## src/rtl/rdsm_pkg.sv

```systemverilog
// ----------------------------------------------------------------------------
// rdsm_pkg
// Shared item codes, special byte values and default sizing for the
// dot-star pattern matcher.
// ----------------------------------------------------------------------------
package rdsm_pkg;

  // default number of pattern tokens held in the store
  localparam int unsigned PATTERN_MAX_DEF = 16;

  // special pattern bytes
  localparam logic [7:0] STAR_BYTE = 8'h2A;
  localparam logic [7:0] ANY_BYTE  = 8'h2E;
  localparam logic [7:0] NUL_BYTE  = 8'h00;

  // input item kinds
  typedef enum logic [1:0] {
    KIND_APPEND  = 2'd0,
    KIND_SUBJECT = 2'd1,
    KIND_END     = 2'd2,
    KIND_CLEAR   = 2'd3
  } kind_t;

endpackage

```

## src/rtl/rdsm_closure.sv

```systemverilog
// ----------------------------------------------------------------------------
// rdsm_closure
// Epsilon closure over starred tokens: an active position whose token is
// starred also activates the next position. Built as a log-depth prefix
// network so the whole chain settles in a few gate levels.
// ----------------------------------------------------------------------------
module rdsm_closure
  import rdsm_pkg::*;
#(
  parameter int unsigned PATTERN_MAX = PATTERN_MAX_DEF
) (
  input  logic [PATTERN_MAX:0]   set_in,
  input  logic [PATTERN_MAX-1:0] starred,
  output logic [PATTERN_MAX:0]   set_out
);

  localparam int unsigned POS_W = PATTERN_MAX + 1;
  localparam int unsigned LVL   = $clog2(POS_W);

  // per level generate / propagate vectors
  logic [POS_W-1:0] gen_v  [LVL+1];
  logic [POS_W-1:0] prop_v [LVL+1];

  // propagate into position k comes from the token at k-1
  assign gen_v[0]  = set_in;
  assign prop_v[0] = {starred, 1'b0};

  // prefix levels, span doubles each level
  for (genvar d = 0; d < LVL; d++) begin : g_lvl
    for (genvar k = 0; k < POS_W; k++) begin : g_pos
      if (k >= (1 << d)) begin : g_mrg
        assign gen_v[d+1][k]  = gen_v[d][k] | (prop_v[d][k] & gen_v[d][k-(1<<d)]);
        assign prop_v[d+1][k] = prop_v[d][k] & prop_v[d][k-(1<<d)];
      end else begin : g_cpy
        assign gen_v[d+1][k]  = gen_v[d][k];
        assign prop_v[d+1][k] = prop_v[d][k];
      end
    end
  end

  assign set_out = gen_v[LVL];

endmodule

```

## src/rtl/rdsm_pattern_store.sv

```systemverilog
// ----------------------------------------------------------------------------
// rdsm_pattern_store
// Token store: token bytes, star flags, token count and overflow flag.
// Also keeps the closed start vector (position zero plus its closure).
// ----------------------------------------------------------------------------
module rdsm_pattern_store
  import rdsm_pkg::*;
#(
  parameter int unsigned PATTERN_MAX = PATTERN_MAX_DEF
) (
  input  logic                               clk,
  input  logic                               rst_n,
  input  logic                               item_en,
  input  kind_t                              item_kind,
  input  logic [7:0]                         item_byte,
  output logic [PATTERN_MAX-1:0][7:0]        tok_char,
  output logic [PATTERN_MAX-1:0]             tok_starred,
  output logic [$clog2(PATTERN_MAX+1)-1:0]   tok_count,
  output logic                               overflow,
  output logic [PATTERN_MAX:0]               start_set
);

  localparam int unsigned CNT_W = $clog2(PATTERN_MAX + 1);

  logic [PATTERN_MAX-1:0][7:0] char_r;
  logic [PATTERN_MAX-1:0]      starred_r, starred_nxt;
  logic [CNT_W-1:0]            cnt_r, cnt_nxt;
  logic                        ovf_r, ovf_nxt;
  logic [PATTERN_MAX:0]        start_r, start_nxt;
  logic                        last_open;
  logic                        chr_we;

  // last token exists and is not yet starred
  always_comb begin
    last_open = 1'b0;
    for (int i = 0; i < PATTERN_MAX; i++) begin
      if (cnt_r == CNT_W'(i + 1) && !starred_r[i]) begin
        last_open = 1'b1;
      end
    end
  end

  // next store state
  always_comb begin
    starred_nxt = starred_r;
    cnt_nxt     = cnt_r;
    ovf_nxt     = ovf_r;
    chr_we      = 1'b0;
    if (item_en) begin
      unique case (item_kind)
        KIND_APPEND: begin
          if (item_byte != NUL_BYTE) begin
            if (item_byte == STAR_BYTE && last_open) begin
              for (int i = 0; i < PATTERN_MAX; i++) begin
                if (cnt_r == CNT_W'(i + 1)) begin
                  starred_nxt[i] = 1'b1;
                end
              end
            end else if (cnt_r < CNT_W'(PATTERN_MAX)) begin
              chr_we  = 1'b1;
              cnt_nxt = cnt_r + CNT_W'(1);
            end else begin
              ovf_nxt = 1'b1;
            end
          end
        end
        KIND_CLEAR: begin
          starred_nxt = '0;
          cnt_nxt     = '0;
          ovf_nxt     = 1'b0;
        end
        KIND_SUBJECT, KIND_END: begin
        end
        default: begin
        end
      endcase
    end
  end

  // closure of position zero under the next star flags
  rdsm_closure #(
    .PATTERN_MAX (PATTERN_MAX)
  ) u_start_cl (
    .set_in  ((PATTERN_MAX+1)'(1)),
    .starred (starred_nxt),
    .set_out (start_nxt)
  );

  // control registers
  always_ff @(posedge clk) begin
    if (!rst_n) begin
      starred_r <= '0;
      cnt_r     <= '0;
      ovf_r     <= 1'b0;
      start_r   <= (PATTERN_MAX+1)'(1);
    end else begin
      starred_r <= starred_nxt;
      cnt_r     <= cnt_nxt;
      ovf_r     <= ovf_nxt;
      start_r   <= start_nxt;
    end
  end

  // token bytes, written at the current count
  always_ff @(posedge clk) begin
    for (int i = 0; i < PATTERN_MAX; i++) begin
      if (chr_we && cnt_r == CNT_W'(i)) begin
        char_r[i] <= item_byte;
      end
    end
  end

  assign tok_char    = char_r;
  assign tok_starred = starred_r;
  assign tok_count   = cnt_r;
  assign overflow    = ovf_r;
  assign start_set   = start_r;

endmodule

```

## src/rtl/rdsm_nfa.sv

```systemverilog
// ----------------------------------------------------------------------------
// rdsm_nfa
// Active position vector. Steps one subject byte per cycle while item_en is high
// and reports the whole-string match at end of subject.
// ----------------------------------------------------------------------------
module rdsm_nfa
  import rdsm_pkg::*;
#(
  parameter int unsigned PATTERN_MAX = PATTERN_MAX_DEF
) (
  input  logic                               clk,
  input  logic                               rst_n,
  input  logic                               item_en,
  input  kind_t                              item_kind,
  input  logic [7:0]                         item_byte,
  input  logic [PATTERN_MAX-1:0][7:0]        tok_char,
  input  logic [PATTERN_MAX-1:0]             tok_starred,
  input  logic [$clog2(PATTERN_MAX+1)-1:0]   tok_count,
  input  logic [PATTERN_MAX:0]               start_set,
  output logic                               hit
);

  localparam int unsigned CNT_W = $clog2(PATTERN_MAX + 1);

  logic                 armed_r, armed_nxt;
  logic [PATTERN_MAX:0] act_r, act_nxt;
  logic [PATTERN_MAX:0] cur;
  logic [PATTERN_MAX:0] step_set;
  logic [PATTERN_MAX:0] step_closed;

  // closed set of live positions; rearmed means position zero closure
  assign cur = armed_r ? start_set : act_r;

  // byte match, consume or loop on starred tokens
  always_comb begin
    step_set = '0;
    for (int i = 0; i < PATTERN_MAX; i++) begin
      if (cur[i] && CNT_W'(i) < tok_count &&
          (tok_char[i] == ANY_BYTE || tok_char[i] == item_byte)) begin
        if (tok_starred[i]) begin
          step_set[i] = 1'b1;
        end else begin
          step_set[i+1] = 1'b1;
        end
      end
    end
  end

  rdsm_closure #(
    .PATTERN_MAX (PATTERN_MAX)
  ) u_step_cl (
    .set_in  (step_set),
    .starred (tok_starred),
    .set_out (step_closed)
  );

  // final position live
  always_comb begin
    hit = 1'b0;
    for (int i = 0; i <= PATTERN_MAX; i++) begin
      if (tok_count == CNT_W'(i) && cur[i]) begin
        hit = 1'b1;
      end
    end
  end

  // next active state
  always_comb begin
    armed_nxt = armed_r;
    act_nxt   = act_r;
    if (item_en) begin
      unique case (item_kind)
        KIND_APPEND: begin
          if (item_byte != NUL_BYTE) begin
            armed_nxt = 1'b1;
          end
        end
        KIND_SUBJECT: begin
          if (item_byte != NUL_BYTE) begin
            armed_nxt = 1'b0;
            act_nxt   = step_closed;
          end
        end
        KIND_END, KIND_CLEAR: begin
          armed_nxt = 1'b1;
        end
        default: begin
        end
      endcase
    end
  end

  always_ff @(posedge clk) begin
    if (!rst_n) begin
      armed_r <= 1'b1;
      act_r   <= (PATTERN_MAX+1)'(1);
    end else begin
      armed_r <= armed_nxt;
      act_r   <= act_nxt;
    end
  end

endmodule

```

## src/rtl/regex_dot_star_matcher_unit.sv

```systemverilog
// Results pass the input register, then the result register. Throughput: one
// item per cycle unless a stalled output holds the pipe; the byte step is one
// pass through the match compare and prefix closure network between them.
// Reset (synchronous, rst_n low): empty pattern, no overflow, position zero live,
// no result pending. Token bytes are not cleared.
// ----------------------------------------------------------------------------
// regex_dot_star_matcher_unit
// Whole-string matcher for literal, '.' and '*' patterns. Pattern bytes build
// the token store, subject bytes step the NFA, end of subject gives a result.
// ----------------------------------------------------------------------------
module regex_dot_star_matcher_unit
  import rdsm_pkg::*;
#(
  parameter int unsigned PATTERN_MAX = PATTERN_MAX_DEF
) (
  input  logic       clk,
  input  logic       rst_n,
  input  logic       in_valid,
  output logic       in_stall,
  input  logic [1:0] in_kind,
  input  logic [7:0] in_byte_value,
  output logic       out_valid,
  input  logic       out_stall,
  output logic       out_matched,
  output logic       out_pattern_overflow
);

  localparam int unsigned CNT_W = $clog2(PATTERN_MAX + 1);

  logic                        adv;
  logic                        s_valid_r;
  kind_t                       s_kind_r;
  logic [7:0]                  s_byte_r;
  logic                        item_en;
  logic                        out_valid_r;
  logic                        out_matched_r;
  logic                        out_ovf_r;
  logic [PATTERN_MAX-1:0][7:0] tok_char;
  logic [PATTERN_MAX-1:0]      tok_starred;
  logic [CNT_W-1:0]            tok_count;
  logic                        overflow;
  logic [PATTERN_MAX:0]        start_set;
  logic                        hit;

  // whole pipe moves unless a result waits on a stalled output
  assign adv      = !(out_valid_r && out_stall);
  assign in_stall = !adv;
  assign item_en  = adv && s_valid_r;

  // input register
  always_ff @(posedge clk) begin
    if (!rst_n) begin
      s_valid_r <= 1'b0;
    end else if (adv) begin
      s_valid_r <= in_valid;
    end
  end

  always_ff @(posedge clk) begin
    if (adv && in_valid) begin
      s_kind_r <= kind_t'(in_kind);
      s_byte_r <= in_byte_value;
    end
  end

  rdsm_pattern_store #(
    .PATTERN_MAX (PATTERN_MAX)
  ) u_store (
    .clk         (clk),
    .rst_n       (rst_n),
    .item_en     (item_en),
    .item_kind   (s_kind_r),
    .item_byte   (s_byte_r),
    .tok_char    (tok_char),
    .tok_starred (tok_starred),
    .tok_count   (tok_count),
    .overflow    (overflow),
    .start_set   (start_set)
  );

  rdsm_nfa #(
    .PATTERN_MAX (PATTERN_MAX)
  ) u_nfa (
    .clk         (clk),
    .rst_n       (rst_n),
    .item_en     (item_en),
    .item_kind   (s_kind_r),
    .item_byte   (s_byte_r),
    .tok_char    (tok_char),
    .tok_starred (tok_starred),
    .tok_count   (tok_count),
    .start_set   (start_set),
    .hit         (hit)
  );

  // result register, loaded on end of subject
  always_ff @(posedge clk) begin
    if (!rst_n) begin
      out_valid_r <= 1'b0;
    end else if (adv) begin
      out_valid_r <= s_valid_r && (s_kind_r == KIND_END);
    end
  end

  always_ff @(posedge clk) begin
    if (item_en && s_kind_r == KIND_END) begin
      out_matched_r <= hit && !overflow;
      out_ovf_r     <= overflow;
    end
  end

  assign out_valid            = out_valid_r;
  assign out_matched          = out_matched_r;
  assign out_pattern_overflow = out_ovf_r;

endmodule
```

## config.mk

```make
export PLATFORM = sky130hd
export DESIGN_NAME = regex_dot_star_matcher_unit
export DESIGN_NICKNAME = d
export VERILOG_FILES = /design/src/rtl/rdsm_pkg.sv /design/src/rtl/rdsm_closure.sv /design/src/rtl/rdsm_pattern_store.sv /design/src/rtl/rdsm_nfa.sv /design/src/rtl/regex_dot_star_matcher_unit.sv
export SDC_FILE = /design/constraint.sdc
export NUM_CORES = 1
export LEC_CHECK = 0
export BUFFER_PORTS_ARGS = -buffer_cell sky130_fd_sc_hd__buf_4
export CORE_ASPECT_RATIO = 1.1
export CORE_UTILIZATION = 57
export CTS_BUF_LIST = sky130_fd_sc_hd__clkbuf_16
export CTS_CLUSTER_DIAMETER = 40
export DETAILED_ROUTE_END_ITERATION = 8
export PLACE_DENSITY = 0.83
export SYNTH_ARGS = -nofsm -noshare
export SYNTH_HDL_FRONTEND = slang
export SYNTH_SLANG_ARGS = --single-unit
```

## constraint.sdc

```tcl
create_clock -name clk -period 3.6 [get_ports clk]
set_input_delay 0.36 -clock clk [delete_from_list [all_inputs] [get_ports clk]]
set_output_delay 0.36 -clock clk [all_outputs]
set_load 0.005 [all_outputs]
```

* Yosys cells after proc, flatten, opt, wreduce, memory -nomap -nowiden
Index checks and enable logic that the tools add are counted.
** Operators by class
- Order comparisons :: 17
- Reductions and logical operators :: 131
- Bitwise operators :: 195
- Multiplexer cells :: 118
- Add/subtract/negate cells :: 1
- Equality and inequality tests :: 57
** Operators by type and width (count)
- bitwise AND 1 bit :: 141
- equality test 8 x 6 -> 1 bit (second input constant) :: 17
- equality test 8 bit :: 16
- two-way mux 1 bit :: 91
- logical AND 1 bit :: 88
- OR 1 bit :: 54
- two-way mux 16 bit :: 3
- equality test 5 x 4 -> 1 bit (second input constant) :: 8
- < comparator 4 x 5 -> 1 bit (first input constant) :: 8
- two-way mux 2 bit :: 16
- one-hot mux 16 bit (2 select lines) :: 1
- equality test 5 x 3 -> 1 bit (second input constant) :: 4
- < comparator 3 x 5 -> 1 bit (first input constant) :: 4
- zero test 1 bit :: 18
- two-way mux 17 bit :: 1
- logical OR 1 bit :: 16
- two-way mux 5 bit :: 3
- equality test 5 x 2 -> 1 bit (second input constant) :: 2
- < comparator 1 x 5 -> 1 bit (first input constant) :: 2
- < comparator 2 x 5 -> 1 bit (first input constant) :: 2
- one-hot mux 5 bit (2 select lines) :: 1
- AND reduction 5 bit :: 2
- nonzero test 8 bit :: 1
- inequality test 2 bit (second input constant) :: 3
- 14 further kinds :: 17
** Storage, ports and cells
- Output and inout bits :: 4
- Input bits :: 14
- Flip-flop bits (word level) :: 199
- Word-level logic and storage cells :: 548

* Depth between registers and ports, before layout
- Depth after elaboration :: 40
- Depth in mapped cells :: 13
- Depth with buffers taken out :: 10

* Modules after synthesis
A second synthesis with hierarchy kept.
** Second synthesis, totals
- Cells, all modules :: 929
- Area, all modules :: 10568.9 um^2
** By module, submodules not included
- rdsm_pattern_store :: area an instance 5836.8 um^2, cells each 354, instances 1
- rdsm_nfa :: area an instance 3383.2 um^2, cells each 414, instances 1
- rdsm_closure :: area an instance 437.9 um^2, cells each 68, instances 2
- regex_dot_star_matcher_unit :: area an instance 473.0 um^2, cells each 25, instances 1

* Worst setup path before layout
OpenSTA, ideal clock, no wires.
- Path type :: flip-flop to flip-flop
- Start :: register u_store.cnt_r[1], in the netlist u_store.tok_count[1]
- End :: register u_store.char_r, in the netlist u_store.tok_char[10], enable pin
- Path buffers :: 3
- Arrival time :: 3.018 ns
- Setup slack :: 0.199 ns
- Clock period less this slack :: 3.401 ns
- Cell stages (with the launch flop) :: 12
- Required time :: 3.217 ns
- Cells stage by stage :: dfxtp_1 > buf_6 > clkbuf_1 > inv_1 > ha_1 > nand4bb_1 > o32ai_1 > nor4_4 > nand2_1 > a2111o_1 > clkbuf_1 > nor3_1
** Between the ends
- Word-level cells in the longest chain between the ends :: 24
** RTL lines
- from (decl) :: RTL line rdsm_pattern_store.sv:27 : logic [CNT_W-1:0] cnt_r, cnt_nxt;
- from (signal assigned) :: RTL line rdsm_pattern_store.sv:98 : cnt_r <= cnt_nxt;
- equality test 5 x 1 -> 1 bit :: RTL line rdsm_pattern_store.sv:37, rdsm_pattern_store.sv:107
- logical AND 1 bit :: RTL line rdsm_pattern_store.sv:37 : if (cnt_r == CNT_W'(i + 1) && !starred_r[i]) begin
- two-way mux 1 bit (16 in a row) :: RTL line rdsm_pattern_store.sv:37
- logical AND 1 bit :: RTL line rdsm_pattern_store.sv:53 : if (item_byte == STAR_BYTE && last_open) begin
- two-way mux 1 bit :: RTL line rdsm_pattern_store.sv:53
- two-way mux 1 bit :: RTL line rdsm_pattern_store.sv:52 : if (item_byte != NUL_BYTE) begin
- two-way mux 1 bit :: RTL line rdsm_pattern_store.sv:50 : unique case (item_kind)
- two-way mux 1 bit :: RTL line rdsm_pattern_store.sv:49 : if (item_en) begin
- logical AND 1 bit * :: RTL line rdsm_pattern_store.sv:107 : if (chr_we && cnt_r == CNT_W'(i)) begin
- to (signal, indexed assignment) :: RTL line rdsm_pattern_store.sv:108 : char_r[i] <= item_byte;
- to (decl) :: RTL line rdsm_pattern_store.sv:25 : logic [PATTERN_MAX-1:0][7:0] char_r;
Every way passes the cells marked *; elsewhere a longest branch is shown, timed or not.
A chain may end at the register's enable or synchronous reset.

* Worst setup path in the final report
Ends and elaborated chain as after synthesis.

==> key figures <==
Run status
  • Status: finished, final reports clean

CTS
  • Postcts setup bufs: 0
  • CTS tree: yes
  • Clock Sinks: 197
  • Post-CTS Hold Buffers: 0
  • Num CTS Buffers: 17
  • Reg clk slew, reported paths: 0.07 ns
  • Clock tree buffer depth: 2
  • Htree depth: 4
  • Root Driver: clkbuf_16
  • Post-cts resize count: 0
  • Clk_lat worst skew: 0.44 ns

Worst setup path
  • CP Max Fanout: 19
  • Worst path arrival time: 3.40 ns
  • RR Startpoint: u_store.tok_count[1]$_SDFFE_PN0P_
  • Setup crit start: u_store.tok_count[1]$_SDFFE_PN0P_
  • CP dominant cell by count: buf_4
  • Worst Setup End Kind: flip-flop
  • Crit Path Category: reg -> reg
  • Critical-path top delay cell: nor4_4
  • CP cell instances: buf_4, inv_1, ha_1, nand4bb_1, o32ai_1, nor4_4, nand2_1, a2111o_1, buf_4, nor3_1, buf_4
  • CP Launch Type: flip-flop
  • CP max stage delay: 0.50 ns
  • Worst EP required: around 3.8 ns

STA
  • Fmax: 307 MHz
  • Final hold slack: 0.0957 ns
  • Slew HR: 46.8%
  • Final worst-path cycle share: 90.3%
  • RSZ-0062 raised after global routing: false
  • Minimum clock period: 3.25 ns
  • Setup TNS: 0 ns
  • Slew Limit Fails: 0
  • Final Hold Viols: 0
  • Slew @ Worst Pin: around 0.8 ns
  • Worst clock skew: 0.00918 ns
  • Finish-stage setup viols: 0
  • Slack of the critical path: 0.348 ns

Floorplan
  • DIE HEIGHT: around 140 um
  • Die W: 127 um
  • Die ar.: 17800 um2
  • Core area: 17000 um2
  • Initial core utilization: 58.1%
  • IO Pins: 18
  • Row cnt: 50

Power
  • Reg power frac: around 56%
  • Cell internal pwr: around 3.4 mW
  • Final total power: 4.40 mW
  • Clock group share of total power: between 30% and 40%
  • Power Density: 399 nW/um2
  • Combinational share of power: 5.5%
  • Worst IR drop on VDD: approximately 320 uV
  • Leakage: approximately 3.8 nW
  • Sw Pwr: 0.987 mW
  • Switching share of power: 22.5%

Synthesis
  • Post-synth ARST share: 0%
  • Cells after synthesis: 876
  • XOR/XNOR Fraction of Synth Area: a little under an eighth
  • Area share of fa/ha/maj cells after synthesis: 0.889%
  • Synth top area cells: edfxtp_1, dfxtp_1, xor2_1
  • Synth Area in Compound Gates: 11.2%
  • Synth warn: 0
  • Largest family of logic cells by synthesized area: simple AND/OR/NAND/NOR gates
  • Ys flop type: edfxtp_1
  • Register area share after synthesis: 54.2%
  • Synth Area in Simple Gates: 16.9%
  • Multiplexer area fraction after synthesis: 2.34%
  • Synth area leader: edfxtp_1
  • Synth unique cells: 75
  • Number of synthesized flops with an enable pin: 140
  • Mapped Nets: 897
  • Top-area cell type share of the netlist area: approximately 43%
  • Mapped Area: about 10000 um2
  • Mean Syn Cell Area: 11.2 um2
  • FF+latch count, synth: 197

Place
  • Placed Instances: 1136
  • IO Port Bufs: 17
  • Final GP Congestion: around 0.97
  • DP Worst Slack: 0.467 ns
  • Dpl hpwl: around 17000 um
  • DP Area: 10500 um2

Global routing
  • Number of global-route vias before repair: between 7000 and 8000
  • Global-route wire length before repair: between 30000 and 40000 um
  • GR Overflow Total: 0
  • Initial antenna violation count: 0
  • GRT Resource Usage Total: approximately 29%
  • Largest net degree at the start of global routing: 33

Detailed routing
  • Vias/cell: 6.33
  • Antenna viol nets, final: 0
  • Wire length per cell: 21.2 um
  • DRC errors left: 0
  • Via count: roughly 7400
  • Drt total wl: ~25000 um
  • Iter 0 DRT Violations: roughly 1000
  • Drt pass-1 iters: 7

Layout
  • Final Non-Filler Cells: around 1200
  • Synth-to-layout area growth: 11.8%
  • Multi-input logic area: 4200 um2
  • Commonest non-fill, non-tap cell in the layout: edfxtp_1
  • Layout cells sized above 1: 13.6%
  • Most frequent cells in the layout: edfxtp_1, xor2_1, nor2_1, buf_4, dfxtp_1
  • Final core occ: about 65%
  • Filler Cell Count: about 1300
  • Reg area: 5350 um2
  • Nets: 942
  • Final instance area: about 11000 um2
  • Inserted Diodes: 0

Flow run
  • MaxCap Viol Count: 0

Hold path
  • Worst Hold Class: in -> reg
  • Critical hold path startpoint: in_byte_value[0]
[worst max-delay path, delay by kind of cell (launching register included)]
kind	cells	cell delay, ns
AOI/OAI and AO/OA	2	0.55
adders and majority gates	1	0.29
buffers and inverters	4	0.71
DFF	1	0.37
and+or+nand+nor	4	1.02
[synth_stat cells (all sizes together), types with 4 or more instances]
master  count
edfxtp    140
xor2      104
nor2       84
dfxtp      57
nor4       47
a21oi      42
nand2      42
clkbuf     29
xnor2      24
buf        22
inv        22
o21ai      19
nor3       18
mux2i      17
nand3      17
nand4b     16
nand2b     15
a211oi     12
a31oi      12
nand4      12
nor2b      10
a41oi       8
o22ai       8
ha          7
and2        6
and3        6
o221ai      6
a221oi      5
o211ai      5
a21o        4
nand3b      4
nor4b       4
o32ai       4
or3         4
[registers in the layout, summed over array words and instances, names as in the netlist]
name / flops
s_byte_r: 8
u_nfa.armed_r: 1
u_store.tok_char: 128
s_kind_r: 2
u_store.overflow: 1
u_nfa.act_r: 17
out_valid: 1
u_store.tok_count: 5
u_store.start_set: 16
s_valid_r: 1
u_store.tok_starred: 15
out_pattern_overflow: 1
out_matched: 1
[final cells by class]
class | count | share of cell area (%)
Tap cell | 234 | 2.66
Timing Repair Buffer | 77 | 5.25
Multi-Input combinational cell | 606 | 38.1
Clock buffer | 17 | 3.86
Clock inverter | 15 | 0.852
Inverter | 22 | 0.750
Sequential cell | 197 | 48.5
[cells by family (layout without fill, tap and decap cells)]
group                      Yosys count  in the layout
AOI/OAI and AO/OA                  153            153
xor gates and xnor gates           128            128
adders and majority gates            7              7
buffers and inverters               73            131
DFF                                197            197
muxes                               21             21
and+or+nand+nor                    297            297
[metal layers]
metal,vias up,wire (um),global-route usage [%]
met5,-,0,0
met4,0,889,14.0
met3,79,1820,4.58
met2,397,11700,45.6
met1,3567,10400,38.7
li1,3350,-,-
[power by group through the flow]
stage	logic [mW]	clock network, mW	registers [mW]
2_1_floorplan	0.153	0	2.51
3_3_place_gp	0.228	0	2.51
3_5_place_dp	0.235	0	2.52
4_1_cts	0.238	1.70	2.47
5_1_grt	0.259	1.79	2.47
6_report	0.240	1.69	2.47
[worst paths after layout]
path	end	slack, ns	cells after the start
worst max register to register	u_store.tok_char[10]$_DFFE_PP_	0.35	11
worst max-delay path	u_store.tok_char[10]$_DFFE_PP_	0.35	11
worst min register to register	s_valid_r$_SDFFE_PN0N_	0.47	2
worst min-delay path	s_byte_r[0]$_DFFE_PP_	0.1	1
(Power assumes the default switching activity.)
